[config.mk]
export PLATFORM = sky130hd
export DESIGN_NAME = kej_queue
export DESIGN_NICKNAME = d
export VERILOG_FILES = /design/src/rtl/kej_pkg.sv /design/src/rtl/kej_queue.sv
export SDC_FILE = /design/constraint.sdc
export NUM_CORES = 1
export LEC_CHECK = 0
export ABC_AREA = 1
export BUFFER_PORTS_ARGS = -buffer_cell sky130_fd_sc_hd__buf_2
export CORE_MARGIN = 2
export CORE_UTILIZATION = 50
export DETAILED_ROUTE_END_ITERATION = 16
export PLACE_DENSITY_LB_ADDON = 0.08
export SLEW_MARGIN = 10
export SYNTH_ARGS = -nofsm -noshare
export SYNTH_HDL_FRONTEND = slang
export SYNTH_SLANG_ARGS = --single-unit
[constraint.sdc]
create_clock -name clk -period 4.5 [get_ports clk]
set_input_delay 0.45 -clock clk [delete_from_list [all_inputs] [get_ports clk]]
set_output_delay 0.45 -clock clk [all_outputs]
set_load 0.02 [all_outputs]
[src/rtl/kej_pkg.sv]
// Shared types and constants for the key equi-join engine.
// Depends on nothing; every other file imports it.
package kej_pkg;

  localparam int MAIN_DEPTH = 1024;
  localparam int ADDR_W     = $clog2(MAIN_DEPTH);
  localparam int COUNT_W    = $clog2(MAIN_DEPTH + 1);

  localparam int KEY_W = 32;
  localparam int IDX_W = 24;

  localparam int Q_DEPTH  = 2;
  localparam int Q_ADDR_W = $clog2(Q_DEPTH);
  localparam int Q_FILL_W = $clog2(Q_DEPTH + 1);

  typedef enum logic {
    OP_LOAD  = 1'b0,
    OP_PROBE = 1'b1
  } op_t;

  typedef enum logic [1:0] {
    ST_LOADED = 2'd0,
    ST_FULL   = 2'd1,
    ST_MATCH  = 2'd2,
    ST_MISS   = 2'd3
  } status_t;

  typedef struct packed {
    op_t              op;
    logic [KEY_W-1:0] key;
    logic [IDX_W-1:0] ridx;
    logic             last;
  } cmd_t;

  typedef struct packed {
    logic [KEY_W-1:0] key;
    logic [IDX_W-1:0] idx;
  } entry_t;

endpackage

[src/rtl/kej_queue.sv]
// Short command queue between the front stage and the table engine.
// Depends on kej_pkg.
module kej_queue
  import kej_pkg::*;
(
  input  logic clk,
  input  logic rst,
  input  logic push,
  input  cmd_t push_cmd,
  output logic push_ready,
  output logic pop_valid,
  output cmd_t pop_cmd,
  input  logic pop
);

  cmd_t                slots [Q_DEPTH];
  logic [Q_ADDR_W-1:0] wr_ptr;
  logic [Q_ADDR_W-1:0] rd_ptr;
  logic [Q_FILL_W-1:0] fill;
  logic                do_push;
  logic                do_pop;

  assign push_ready = fill != Q_FILL_W'(Q_DEPTH);
  assign pop_valid  = fill != '0;
  assign pop_cmd    = slots[rd_ptr];
  assign do_push    = push && push_ready;
  assign do_pop     = pop && pop_valid;

  always_ff @(posedge clk) begin
    if (rst) begin
      wr_ptr <= '0;
      rd_ptr <= '0;
      fill   <= '0;
    end else begin
      if (do_push) begin
        wr_ptr <= (wr_ptr == Q_ADDR_W'(Q_DEPTH - 1)) ? '0 : wr_ptr + 1'b1;
      end
      if (do_pop) begin
        rd_ptr <= (rd_ptr == Q_ADDR_W'(Q_DEPTH - 1)) ? '0 : rd_ptr + 1'b1;
      end
      if (do_push && !do_pop) begin
        fill <= fill + 1'b1;
      end else if (do_pop && !do_push) begin
        fill <= fill - 1'b1;
      end
    end
    if (do_push) begin
      slots[wr_ptr] <= push_cmd;
    end
  end

endmodule

* Yosys cells after proc, flatten, opt, wreduce, memory -nomap -nowiden
Memories as Yosys holds them, arrays and structs flattened. A register that Yosys moved wholly into a read port is not among the register bits.
Cells that the tools add are included.
** Cells by class
- Muxes and demuxes :: 8
- $mul :: 0
- $lt $le $gt $ge :: 0
- Bitwise logic cells :: 0
- Equality and inequality tests :: 1
- Shifts and indexed selects :: 0
- Div/mod/pow operators :: 0
- Reduce and logical (&&, ||, !) cells :: 8
- Add/sub/neg operators :: 4
** Operators with widths (count)
- 1-bit 2-to-1 mux :: 6
- 1-bit logical AND :: 4
- 2-bit 2-to-1 mux :: 2
- 2-bit nonzero test :: 2
- 1-bit adder (second input constant) :: 2
- 2-bit by 1-bit adder with 2-bit output (second input constant) :: 1
- 1-bit logical NOT :: 2
- 2-bit != test (second input constant) :: 1
- 2-bit by 1-bit subtractor with 2-bit output (second input constant) :: 1
** Word-level totals
- Memory bits (read-only) :: 0
- Memories kept :: 1
- Latch bits :: 0
- Register bits :: 4
- Bits in writable memories :: 116
** Memories
- slots :: depth 2, bits a word 58, read ports 1, clocked after Yosys merged registers in 1, wr ports 1, RTL line kej_queue.sv:16 : cmd_t slots [Q_DEPTH];

* Logic depth before layout (Yosys ltp)
Gate-level depths: netlist (run 1).
- Depth after elaboration :: 6
- Gate-level depth with buffers :: 11
- Depth with buffers taken out :: 11

* Least setup slack after synthesis (run 1)
Ideal clock, no wire load.
- Path kind :: flip-flop to flip-flop
- Start point :: register fill[0]
- End point :: memory slots[0][0] (netlist name), enable pin
- Arrival time :: 3.128 ns
- Buffers on the path :: 0
- Data required time :: 4.026 ns
- Clock period less this slack :: 3.603 ns
- Path slack :: 0.897 ns
- Stages on the path, launching flop included :: 5
- Cell sequence :: dfxtp_1 inv_1 nand2_1 nand2_1 nor2_1
** Between the ends
- Cells in the longest elaborated chain, start to end :: 4
** Ends and longest elaborated chain
- start: declaration :: RTL line kej_queue.sv:19 : logic [Q_FILL_W-1:0] fill;
- start signal: assignment :: RTL line kej_queue.sv:42 : fill <= fill + 1'b1;
- start signal: assignment :: RTL line kej_queue.sv:44 : fill <= fill - 1'b1;
- 2-bit != test :: RTL line kej_queue.sv:23 : assign push_ready = fill != Q_FILL_W'(Q_DEPTH);
- via push_ready :: RTL line kej_queue.sv:10 : output logic push_ready,
- 1-bit logical AND :: RTL line kej_queue.sv:26 : assign do_push = push && push_ready;
- 1-bit 2-to-1 mux :: RTL line kej_queue.sv:47 : if (do_push) begin
- 1-bit 2-to-1 mux (implied by the code) :: RTL line kej_queue.sv:48 : slots[wr_ptr] <= push_cmd;
- end: declaration :: RTL line kej_queue.sv:16
The timed path passes the listed nets, and every way through them passes these cells.

==> results of run 1 <==
-- per-layer routing --
layer	global-route usage, %	wire length [um]
met5	0	13
met4	6.849	93
met3	8.369	518
met2	26.09	3877
met1	18.92	3166
-- metrics by stage --
| stage | std cells | total power [mW] | area [sq um] | hold WS (ns) |
|---|---|---|---|---|
| after CTS | 473 | 3.694 | 5821 | 0.1118 |
| after detailed placement | 442 | 2.347 | 5225 | 0.4890 |
| after floorplan | 217 | 2.100 | 4499 | 0.4645 |
| after global routing | 473 | 3.810 | 5821 | 0.1009 |
| after global placement | 442 | 2.332 | 5225 | 0.4783 |
| final | 473 | 3.652 | 5821 | 0.1363 |
-- final timing paths --
check / start / slack [ns] / to / cells past startpoint
min reg2reg: rd_ptr / 0.50 / rd_ptr / 2
min: push_cmd[52] / 0.14 / slots[1][52] / 1
max reg2reg: fill[0] / 2.23 / slots[0][38] / 5
max: register / 1.99 / pop_cmd[53] / 2
-- sequential cells by signal, indices dropped and copies added (netlist names), named ones only --
| register | cells |
|---|---|
| slots | 116 |
| rd_ptr | 1 |
| fill | 2 |
| wr_ptr | 1 |
-- placed cells by master (no fill, tap or decap), types with 2 or more instances in the layout --
| cell | netlist | layout |
|---|---|---|
| nand3_1 | 2 | 2 |
| mux2_2 | 38 | 38 |
| a21oi_1 | 2 | 2 |
| buf_2 | 3 | 121 |
| nand2_1 | 9 | 9 |
| dfxtp_1 | 5 | 4 |
| clkbuf_16 | 0 | 16 |
| o21ai_0 | 2 | 2 |
| mux2_4 | 20 | 20 |
| clkinv_2 | 0 | 4 |
| clkinvlp_4 | 0 | 5 |
| edfxtp_1 | 116 | 116 |
| nor2_4 | 0 | 2 |
| inv_1 | 8 | 8 |
| bufinv_16 | 0 | 4 |
| buf_4 | 0 | 2 |
| nor2_1 | 7 | 5 |
-- area by class of cell --
type,count,area (sq um),area share (%)
inverters,8,30.03,0.5159
well taps,108,135.1,2.322
repair buffers,123,620.6,10.66
clock inverters,14,181.4,3.117
flip-flops and latches,121,3587,61.63
clock buffers,17,414.1,7.115
multi-input cells,82,852.1,14.64
-- kinds of logic (layout without fill, tap and decap cells) --
family                   count (synthesis)  in the layout  share of synthesized area [%]
flip-flops                             121            121                          79.64
adder cells (fa/ha/maj)                  1              1                         0.2780
multiplexers                            58             58                          16.18
buffers and inverters                   14            162                          1.752
AND/OR/NAND/NOR                         19             19                          1.696
AO/OA/AOI/OAI                            4              4                         0.4450
-- Yosys cell counts, drive strengths merged --
master,n,area [sq um]
edfxtp,116,3483
mux2,58,728.2
nand2,9,33.78
inv,8,30.03
nor2,7,26.28
buf,6,48.79
dfxtp,5,100.1
a21oi,2,10.01
nand3,2,10.01
o21ai,2,10.01
ha,1,12.51
nand4,1,6.260
-- where the power goes --
part	internal (mW)	total, mW	switching (mW)
clock	0.888	1.34	0.453
sequential	1.43	1.53	0.103
combinational	0.334	0.781	0.446
==> out/metrics.cfg, run 1 <==
[power_and_ir_drop]
powerDensity_nw_per_um2=627.4
p_leak_nw=2.263
ir_drop_v=0.0004865

[logic_synthesis]
ys_types=14
syn_area_sq_um=4499
synthCells=217
yosys_warnings=0
synth_seq_cells=121
postSynthAreaPerCell_sq_um=20.73
ys_seq_area_share_pct=79.64
postSynthNetCount=280

[outcome]
status=completed

[clock_tree]
cts_buffers=17
cts_setup_buffers=0
tritoncts=yes
cts_hold_buf=0
post_cts_resized=0
cts-root-buf=clkbuf_8
cts_buffer_depth=2
clk_pin_slew_ns=0.06
htreeDepth=4
cts.sinks=121
clock_latency_ns=0.50

[setup_path]
startpoint_type=register
critPathMaxFanout=58
arrival_ns=2.06
max_stage_delay_ns=0.91
criticalPathCategory=reg -> out
crit_path_end_kind=output pin
critPathSlowestCell=dfxtp_4
path_cells=mux2_2 -> buf_2
path_buf_inv=1
cp.required_ns=4.05
cp_top_family=flip-flops

[die]
start_util_pct=51.59
num_rows=34
die_area_sq_um=9773
io_pins=122
fp.dieW_um=98.86
core_sq_um=8721
die_y_um=98.86

[global_routing]
track_usage_pct=16.43
grt-ovfl-total=0
grt_start_max_net_pins=59
grt_pass1_vias=2370
antenna_found_initial=1
grt_pass1_wl_um=11770

[final_layout]
fillers=630
drive_gt1_share_pct=58.63
nNetsFinal=416
areaGrowthSynthToFinish_pct=29.37
n_antenna_cell=0
utilization_pct=66.74

[place]
place_hpwl_um=4857
place_worst_setup_slack_ns=2.153
port_buffers=121
gp_congestion=0.7291

[drt]
wirelength_um=7669
drt_pass1_iterations=4
postRouteAntennaNets=0
vias=2309
wl_per_cell_um=16.21
detail_route.vias_per_cell=4.882
initialDrtViolationCount=85
drc_errors=0

[sta]
post-route-min-period_ns=2.513
worst_slack_ns=1.987
rsz0062_at_grt=no
fin_tns_setup_ns=0
worst_slew_pin_slew_ns=0.9554
hold_viol_final=0
max_slew_margin_pct=36.16
slew_viol_final=0
max_freq_mhz=398.0
finalSetupViolCount=0
skew_ns=0.005878
fin_crit_sh_pct=55.84

[hold_path]
hold_class=in -> reg

[run]
drv_cap=0

Power figures use the tool's default switching activity.
==> run 2, diff against run 1 <==
--- a/config.mk
+++ b/config.mk
@@ -5,10 +5,10 @@
 export SDC_FILE = /design/constraint.sdc
 export NUM_CORES = 1
 export LEC_CHECK = 0
-export ABC_AREA = 1
+export ABC_AREA = 0
 export BUFFER_PORTS_ARGS = -buffer_cell sky130_fd_sc_hd__buf_2
 export CORE_MARGIN = 2
-export CORE_UTILIZATION = 50
+export CORE_UTILIZATION = 46
 export DETAILED_ROUTE_END_ITERATION = 16
 export PLACE_DENSITY_LB_ADDON = 0.08
 export SLEW_MARGIN = 10
==> constraint.sdc (replaced) <==
create_clock -name clk -period 2.2 [get_ports clk]
set_input_delay 0.22 -clock clk [delete_from_list [all_inputs] [get_ports clk]]
set_output_delay 0.22 -clock clk [all_outputs]
set_load 0.02 [all_outputs]
==> run 2 against run 1 <==
Effect of this change: clock power grew 79%; setup slack lost 1.8 ns; critical path type unchanged; critical endpoint is now pop_cmd[48]; clock-buffer cell count grew 1.
==> out/metrics.cfg, run 2 <==
[sta]
worst_slack_ns=0.1779  ; -1.809 ns
max_slew_margin_pct=69.72  ; +34 points
whs_ns=0.05541  ; -0.08092 ns
hold_viol_final=0  ; unchanged
fin_crit_sh_pct=91.91
rsz0062_at_grt=no
fin_tns_setup_ns=0  ; unchanged
worst_slew_pin_slew_ns=0.4543  ; -0.5011 ns
slew_viol_final=0  ; unchanged
post-route-min-period_ns=2.022
skew_ns=0.005668  ; -0.0002099 ns
max_freq_mhz=494.5
finalSetupViolCount=0  ; unchanged

[die]
fp.dieW_um=101.9  ; +3.0%
num_rows=35  ; +2.9%
start_util_pct=47.44  ; -4.2 points
die_y_um=101.9  ; +3.0%
io_pins=122  ; unchanged
core_sq_um=9284  ; +6.5%
die_area_sq_um=10370  ; +6.1%

[clock_tree]
cts_buffers=17  ; unchanged
cts_buffer_depth=2  ; unchanged
cts_setup_buffers=0  ; unchanged
cts-root-buf=clkbuf_8
cts_hold_buf=59  ; +59
post_cts_resized=0  ; unchanged
cts.sinks=121  ; unchanged
clock_latency_ns=0.50  ; about the same
clk_pin_slew_ns=0.05  ; about the same
tritoncts=yes
htreeDepth=4  ; unchanged

[hold_path]
whs_path_depth=3  ; +2
hold_end=wr_ptr
hold_class=in -> reg
hp-start=push

[logic_synthesis]
synth_seq_cells=121  ; unchanged
synth_edf_count=116  ; unchanged
syn_area_sq_um=4404  ; -2.1%
synthMostInstantiatedCell=edfxtp_1
synthCells=204  ; -6.0%
synth_ff_type=edfxtp_1
yosys-top-cells-area=edfxtp_1 (79%), mux2_2 (15%), dfxtp_1 (2.3%)
synth_top_area_share_pct=79.09  ; +1.7 points
postSynthAreaPerCell_sq_um=21.59  ; +4.1%
ys_types=19  ; +5
ys_seq_area_share_pct=81.36  ; +1.7 points
yosys_warnings=0  ; unchanged
ys_top_cells_by_count=edfxtp_1 (116), mux2_2 (58), dfxtp_1 (5)
postSynthNetCount=267  ; -4.6%
synth_top_cell_by_area=edfxtp_1
synth-async-reset-ratio_pct=0  ; unchanged

[place]
place_hpwl_um=4846  ; -0.22%
port_buffers=121  ; unchanged
place_area_sq_um=5177  ; -0.91%
dp.cells=454  ; +2.7%
gp_congestion=0.7256  ; -0.48%
place_worst_setup_slack_ns=0.5733  ; -1.580 ns

[power_and_ir_drop]
p_leak_nw=2.398  ; +6.0%
power_mw=7.225  ; +98%
powerDensity_nw_per_um2=1148  ; +83%
ir_drop_v=0.0006025  ; +24%

[final_layout]
utilization_pct=67.79  ; +1.0 points
multi_input_area_sq_um=773.2  ; -9.3%
drive_gt1_share_pct=52.53  ; -6.1 points
largest_reg_flops=116  ; unchanged
largestRegisters=slots: 116 flops, fill: 2 flops
finalInstanceArea_sq_um=6294  ; +8.1%
fillers=694  ; +10%
regArea_sq_um=3585  ; about the same
final_cell_mix=buf_2 (121), edfxtp_1 (116), dlygate4sd3_1 (59)
nNetsFinal=466  ; +12%
n_antenna_cell=0  ; unchanged
final_cells=544  ; +15%
top_register=slots
layout_commonest_cell=buf_2
areaGrowthSynthToFinish_pct=42.90

[global_routing]
grt_pass1_wl_um=12210  ; +3.8%
grt_start_max_net_pins=34  ; -42%
grt_pass1_vias=2627  ; +11%
track_usage_pct=16.10  ; -0.33 points
grt-ovfl-total=0  ; unchanged
antenna_found_initial=0  ; -1

[setup_path]
rrSetupSlack_ns=0.57  ; -1.66 ns
startpoint_type=register
cp.required_ns=1.98  ; -2.07 ns
critPathMaxFanout=33  ; -43%
r2r_cells=5  ; unchanged
rr_endpoint=fill[1]
r2r-start=fill[0]
criticalPathCategory=reg -> out
crit_path_end_kind=output pin
arrival_ns=1.80  ; -0.26 ns

[drt]
initialDrtViolationCount=119  ; +40%
detail_route.vias_per_cell=4.678  ; -4.2%
drc_errors=0  ; unchanged
postRouteAntennaNets=0  ; unchanged
wirelength_um=8079  ; +5.3%
drt_pass1_iterations=4  ; unchanged
vias=2545  ; +10%
wl_per_cell_um=14.85  ; -8.4%

[outcome]
status=completed

[run]
drv_cap=0  ; unchanged

==> run 2: cell count changes after synthesis, sizes merged, moves of 2 or more <==
cell and change:
inv -7, nand2 -9, nor2 -4, nand3 -2, xor2 +3
==> run 2: layout make-up <==
class,count,area share [%]
clock inverters,13,1.710
repair buffers,186,19.72
clock buffers,18,6.640
multi-input cells,76,12.29
flip-flops and latches,121,56.96
well taps,129,2.565
inverters,1,0.1193
==> run 2: routing by layer <==
layer	global-route usage, %	part of all wire, %	up-vias
li1	-	-	1207
met1	18.63	42	1239
met2	26.67	50	85
met3	6.361	5.7	14
met4	7.179	1.8	0
met5	0	0	-
==> run 2: how the worst max path moves through the flow <==
stage,start,end,cells past startpoint
after global routing,register,pop_cmd[48],3
after global placement,fill[0],slots[0][32],4
after detailed placement,fill[0],fill[1],5
final,register,pop_cmd[48],3
after CTS,register,pop_cmd[48],3
after floorplan,fill[0],slots[0][0],3
==> run 2: cells by family after synthesis <==
| group | Yosys count | synth area share, % |
|---|---|---|
| DFF | 121 | 81.36 |
| AOI/OAI and AO/OA | 5 | 0.6818 |
| buffers and inverters | 7 | 1.108 |
| xor gates and xnor gates | 3 | 0.5967 |
| and+or+nand+nor | 9 | 1.137 |
| adders and majority gates | 1 | 0.2840 |
| muxes | 58 | 14.83 |
==> run 2: worst max-delay path: stages, from the launching register on <==
cell	delay [ns]
dfxtp_2	0.32
buf_4	0.39
mux2_2	0.41
buf_2	0.16
==> run 2: power breakdown <==
group	total (mW)	switching (mW)	internal, mW
combinational	1.87	1.09	0.778
clock	2.40	0.930	1.47
sequential	2.96	0.0723	2.88
==> run 3, diff against run 2 <==
--- a/config.mk
+++ b/config.mk
@@ -7,7 +7,6 @@
 export LEC_CHECK = 0
 export ABC_AREA = 0
 export BUFFER_PORTS_ARGS = -buffer_cell sky130_fd_sc_hd__buf_2
-export CORE_MARGIN = 2
 export CORE_UTILIZATION = 46
 export DETAILED_ROUTE_END_ITERATION = 16
 export PLACE_DENSITY_LB_ADDON = 0.08
==> run 3 against run 2 <==
Effect of this change: combinational power hardly changed; setup slack better by 0.072 ns; core utilization increased by 1.7 points; power grew 8.3%; sequential power about the same; critical path depth is the same; wire length up 0.63%; cell count is the same; sequential share of layout area fell by 1.1 points; register-to-register slack got worse by 0.03 ns; largest cell class unchanged; highest routed layer unchanged.
==> out/metrics.cfg, run 3 (synthesized netlist as in run 2, its figures left out) <==
[outcome]
status=completed

[power_and_ir_drop]
ir_drop_v=0.0007195  ; +19%
p_leak_nw=2.443  ; +1.9%
powerDensity_nw_per_um2=1219  ; +6.2%

[clock_tree]
tritoncts=yes
cts.sinks=121  ; unchanged
post_cts_resized=0  ; unchanged
cts_buffer_depth=2  ; unchanged
htreeDepth=4  ; unchanged
cts_buffers=17  ; unchanged
cts-root-buf=clkbuf_8
clock_latency_ns=0.50  ; about the same
clk_pin_slew_ns=0.06  ; about the same

[final_layout]
utilization_pct=69.47  ; +1.7 points
finalInstanceArea_sq_um=6419  ; +2.0%
drive_gt1_share_pct=52.53  ; unchanged
n_antenna_cell=0  ; unchanged
largest_reg_flops=116  ; unchanged
top_register=slots
areaGrowthSynthToFinish_pct=45.74
nNetsFinal=465  ; -0.21%
final_cell_mix=buf_2 (121), edfxtp_1 (116), dlygate4sd3_1 (59)
largestRegisters=slots: 116 flops, fill: 2 flops
regArea_sq_um=3585  ; unchanged
layout_commonest_cell=buf_2
multi_input_area_sq_um=773.2  ; unchanged
fillers=628  ; -9.5%

[global_routing]
grt_pass1_vias=2662  ; +1.3%
track_usage_pct=17.26  ; +1.2 points
antenna_found_initial=0  ; unchanged
grt_start_max_net_pins=59  ; +74%
grt_pass1_wl_um=12530  ; +2.6%
grt-ovfl-total=0  ; unchanged

[drt]
wl_per_cell_um=14.94  ; +0.63%
initialDrtViolationCount=76  ; -36%
drc_errors=0  ; unchanged
vias=2560  ; +0.59%
wirelength_um=8130  ; +0.63%
drt_pass1_iterations=4  ; unchanged
detail_route.vias_per_cell=4.706  ; +0.59%
postRouteAntennaNets=0  ; unchanged

[die]
die_area_sq_um=9970  ; -3.9%
num_rows=35  ; unchanged
start_util_pct=47.66  ; +0.22 points
core_sq_um=9240  ; -0.47%
io_pins=122  ; unchanged
fp.dieW_um=99.85  ; -2.0%
die_y_um=99.85  ; -2.0%

[place]
port_buffers=121  ; unchanged
place_worst_setup_slack_ns=0.5608  ; -0.01256 ns
place_hpwl_um=4686  ; -3.3%
gp_congestion=0.6862  ; -5.4%
place_area_sq_um=5182  ; about the same

[sta]
slew_viol_final=0  ; unchanged
worst_slack_ns=0.2500  ; +0.07205 ns
fin_tns_setup_ns=0  ; unchanged
max_slew_margin_pct=71.72  ; +2.0 points
fin_crit_sh_pct=88.64  ; -3.3 points
skew_ns=0.005004  ; -0.0006636 ns
hold_viol_final=0  ; unchanged
max_freq_mhz=512.8  ; +3.7%
post-route-min-period_ns=1.950  ; -0.07205 ns
finalSetupViolCount=0  ; unchanged
rsz0062_at_grt=no
worst_slew_pin_slew_ns=0.4243  ; -0.02999 ns

[setup_path]
critPathMaxFanout=58  ; +76%
criticalPathCategory=reg -> out
critPathSlowestCell=mux2_2
path_buf_inv=2  ; unchanged
max_stage_delay_ns=0.40  ; about the same
rrSetupSlack_ns=0.54  ; -0.03 ns
cp.required_ns=1.98  ; about the same
startpoint_type=register
cp_top_family=buffers and inverters
path_cells=buf_12 -> mux2_2 -> buf_2
crit_path_end_kind=output pin
arrival_ns=1.73  ; -0.07 ns

[run]
drv_cap=0  ; unchanged

[hold_path]
hold_class=in -> reg

==> run 3: cell types whose count changed in the layout (fill, tap and decap cells not counted) <==
cell	delta
buf_4	-2
bufinv_16	+5
clkinv_2	-2
clkinv_4	-4
buf_12	+1
clkinvlp_4	+2
==> run 3: cell type report <==
class | instances | share of cell area, %
inverters | 1 | 0.1170
flip-flops and latches | 121 | 55.85
clock buffers | 18 | 6.511
clock inverters | 14 | 3.548
well taps | 129 | 2.515
multi-input cells | 76 | 12.05
repair buffers | 185 | 19.42
==> run 3: worst paths after layout <==
path,cells past startpoint,from,to
worst max register to register,5,fill[0],fill[1]
worst min register to register,2,fill[1],fill[1]
worst min-delay path,3,push,wr_ptr
worst max-delay path,3,register,pop_cmd[15]
==> run 3: worst reg2reg max path, cell delays in order (launching register included) <==
cell and delay, ns:
dfxtp_1 0.35, nand2b_1 0.22, and2_1 0.20, ha_1 0.34, or3_1 0.36, a21oi_1 0.13
==> run 3: what timing repair did <==
| action | 4_1_cts | 5_1_grt |
|---|---|---|
| buffers inserted | 0 | 0 |
| endpoints found under the hold margin | 121 | 0 |
| hold buffers | 59 | 0 |
==> run 3: metrics by stage <==
step / total power, mW / hold WS, ns / instances
floorplan: 4.252 / 0.2891 / 204
global placement: 4.795 / 0.4073 / 453
detailed placement: 4.817 / 0.4116 / 453
CTS: 7.905 / 0.03599 / 544
global route: 8.125 / 0.07923 / 544
finish: 7.822 / 0.06614 / 544
==> run 3: power by group <==
part / switching [mW] / internal [mW]
clock: 0.934 / 2.05
combinational: 1.09 / 0.788
sequential: 0.0761 / 2.88
total: 2.10 / 5.72
==> run 3: routing by layer <==
metal  vias to the layer above  share of wire [%]  track usage (%)
met4                         0                1.3            7.466
li1                       1204                  -                -
met3                        13                5.2            5.292
met5                         -                  0                0
met2                        79                 53            30.77
met1                      1264                 41            19.05
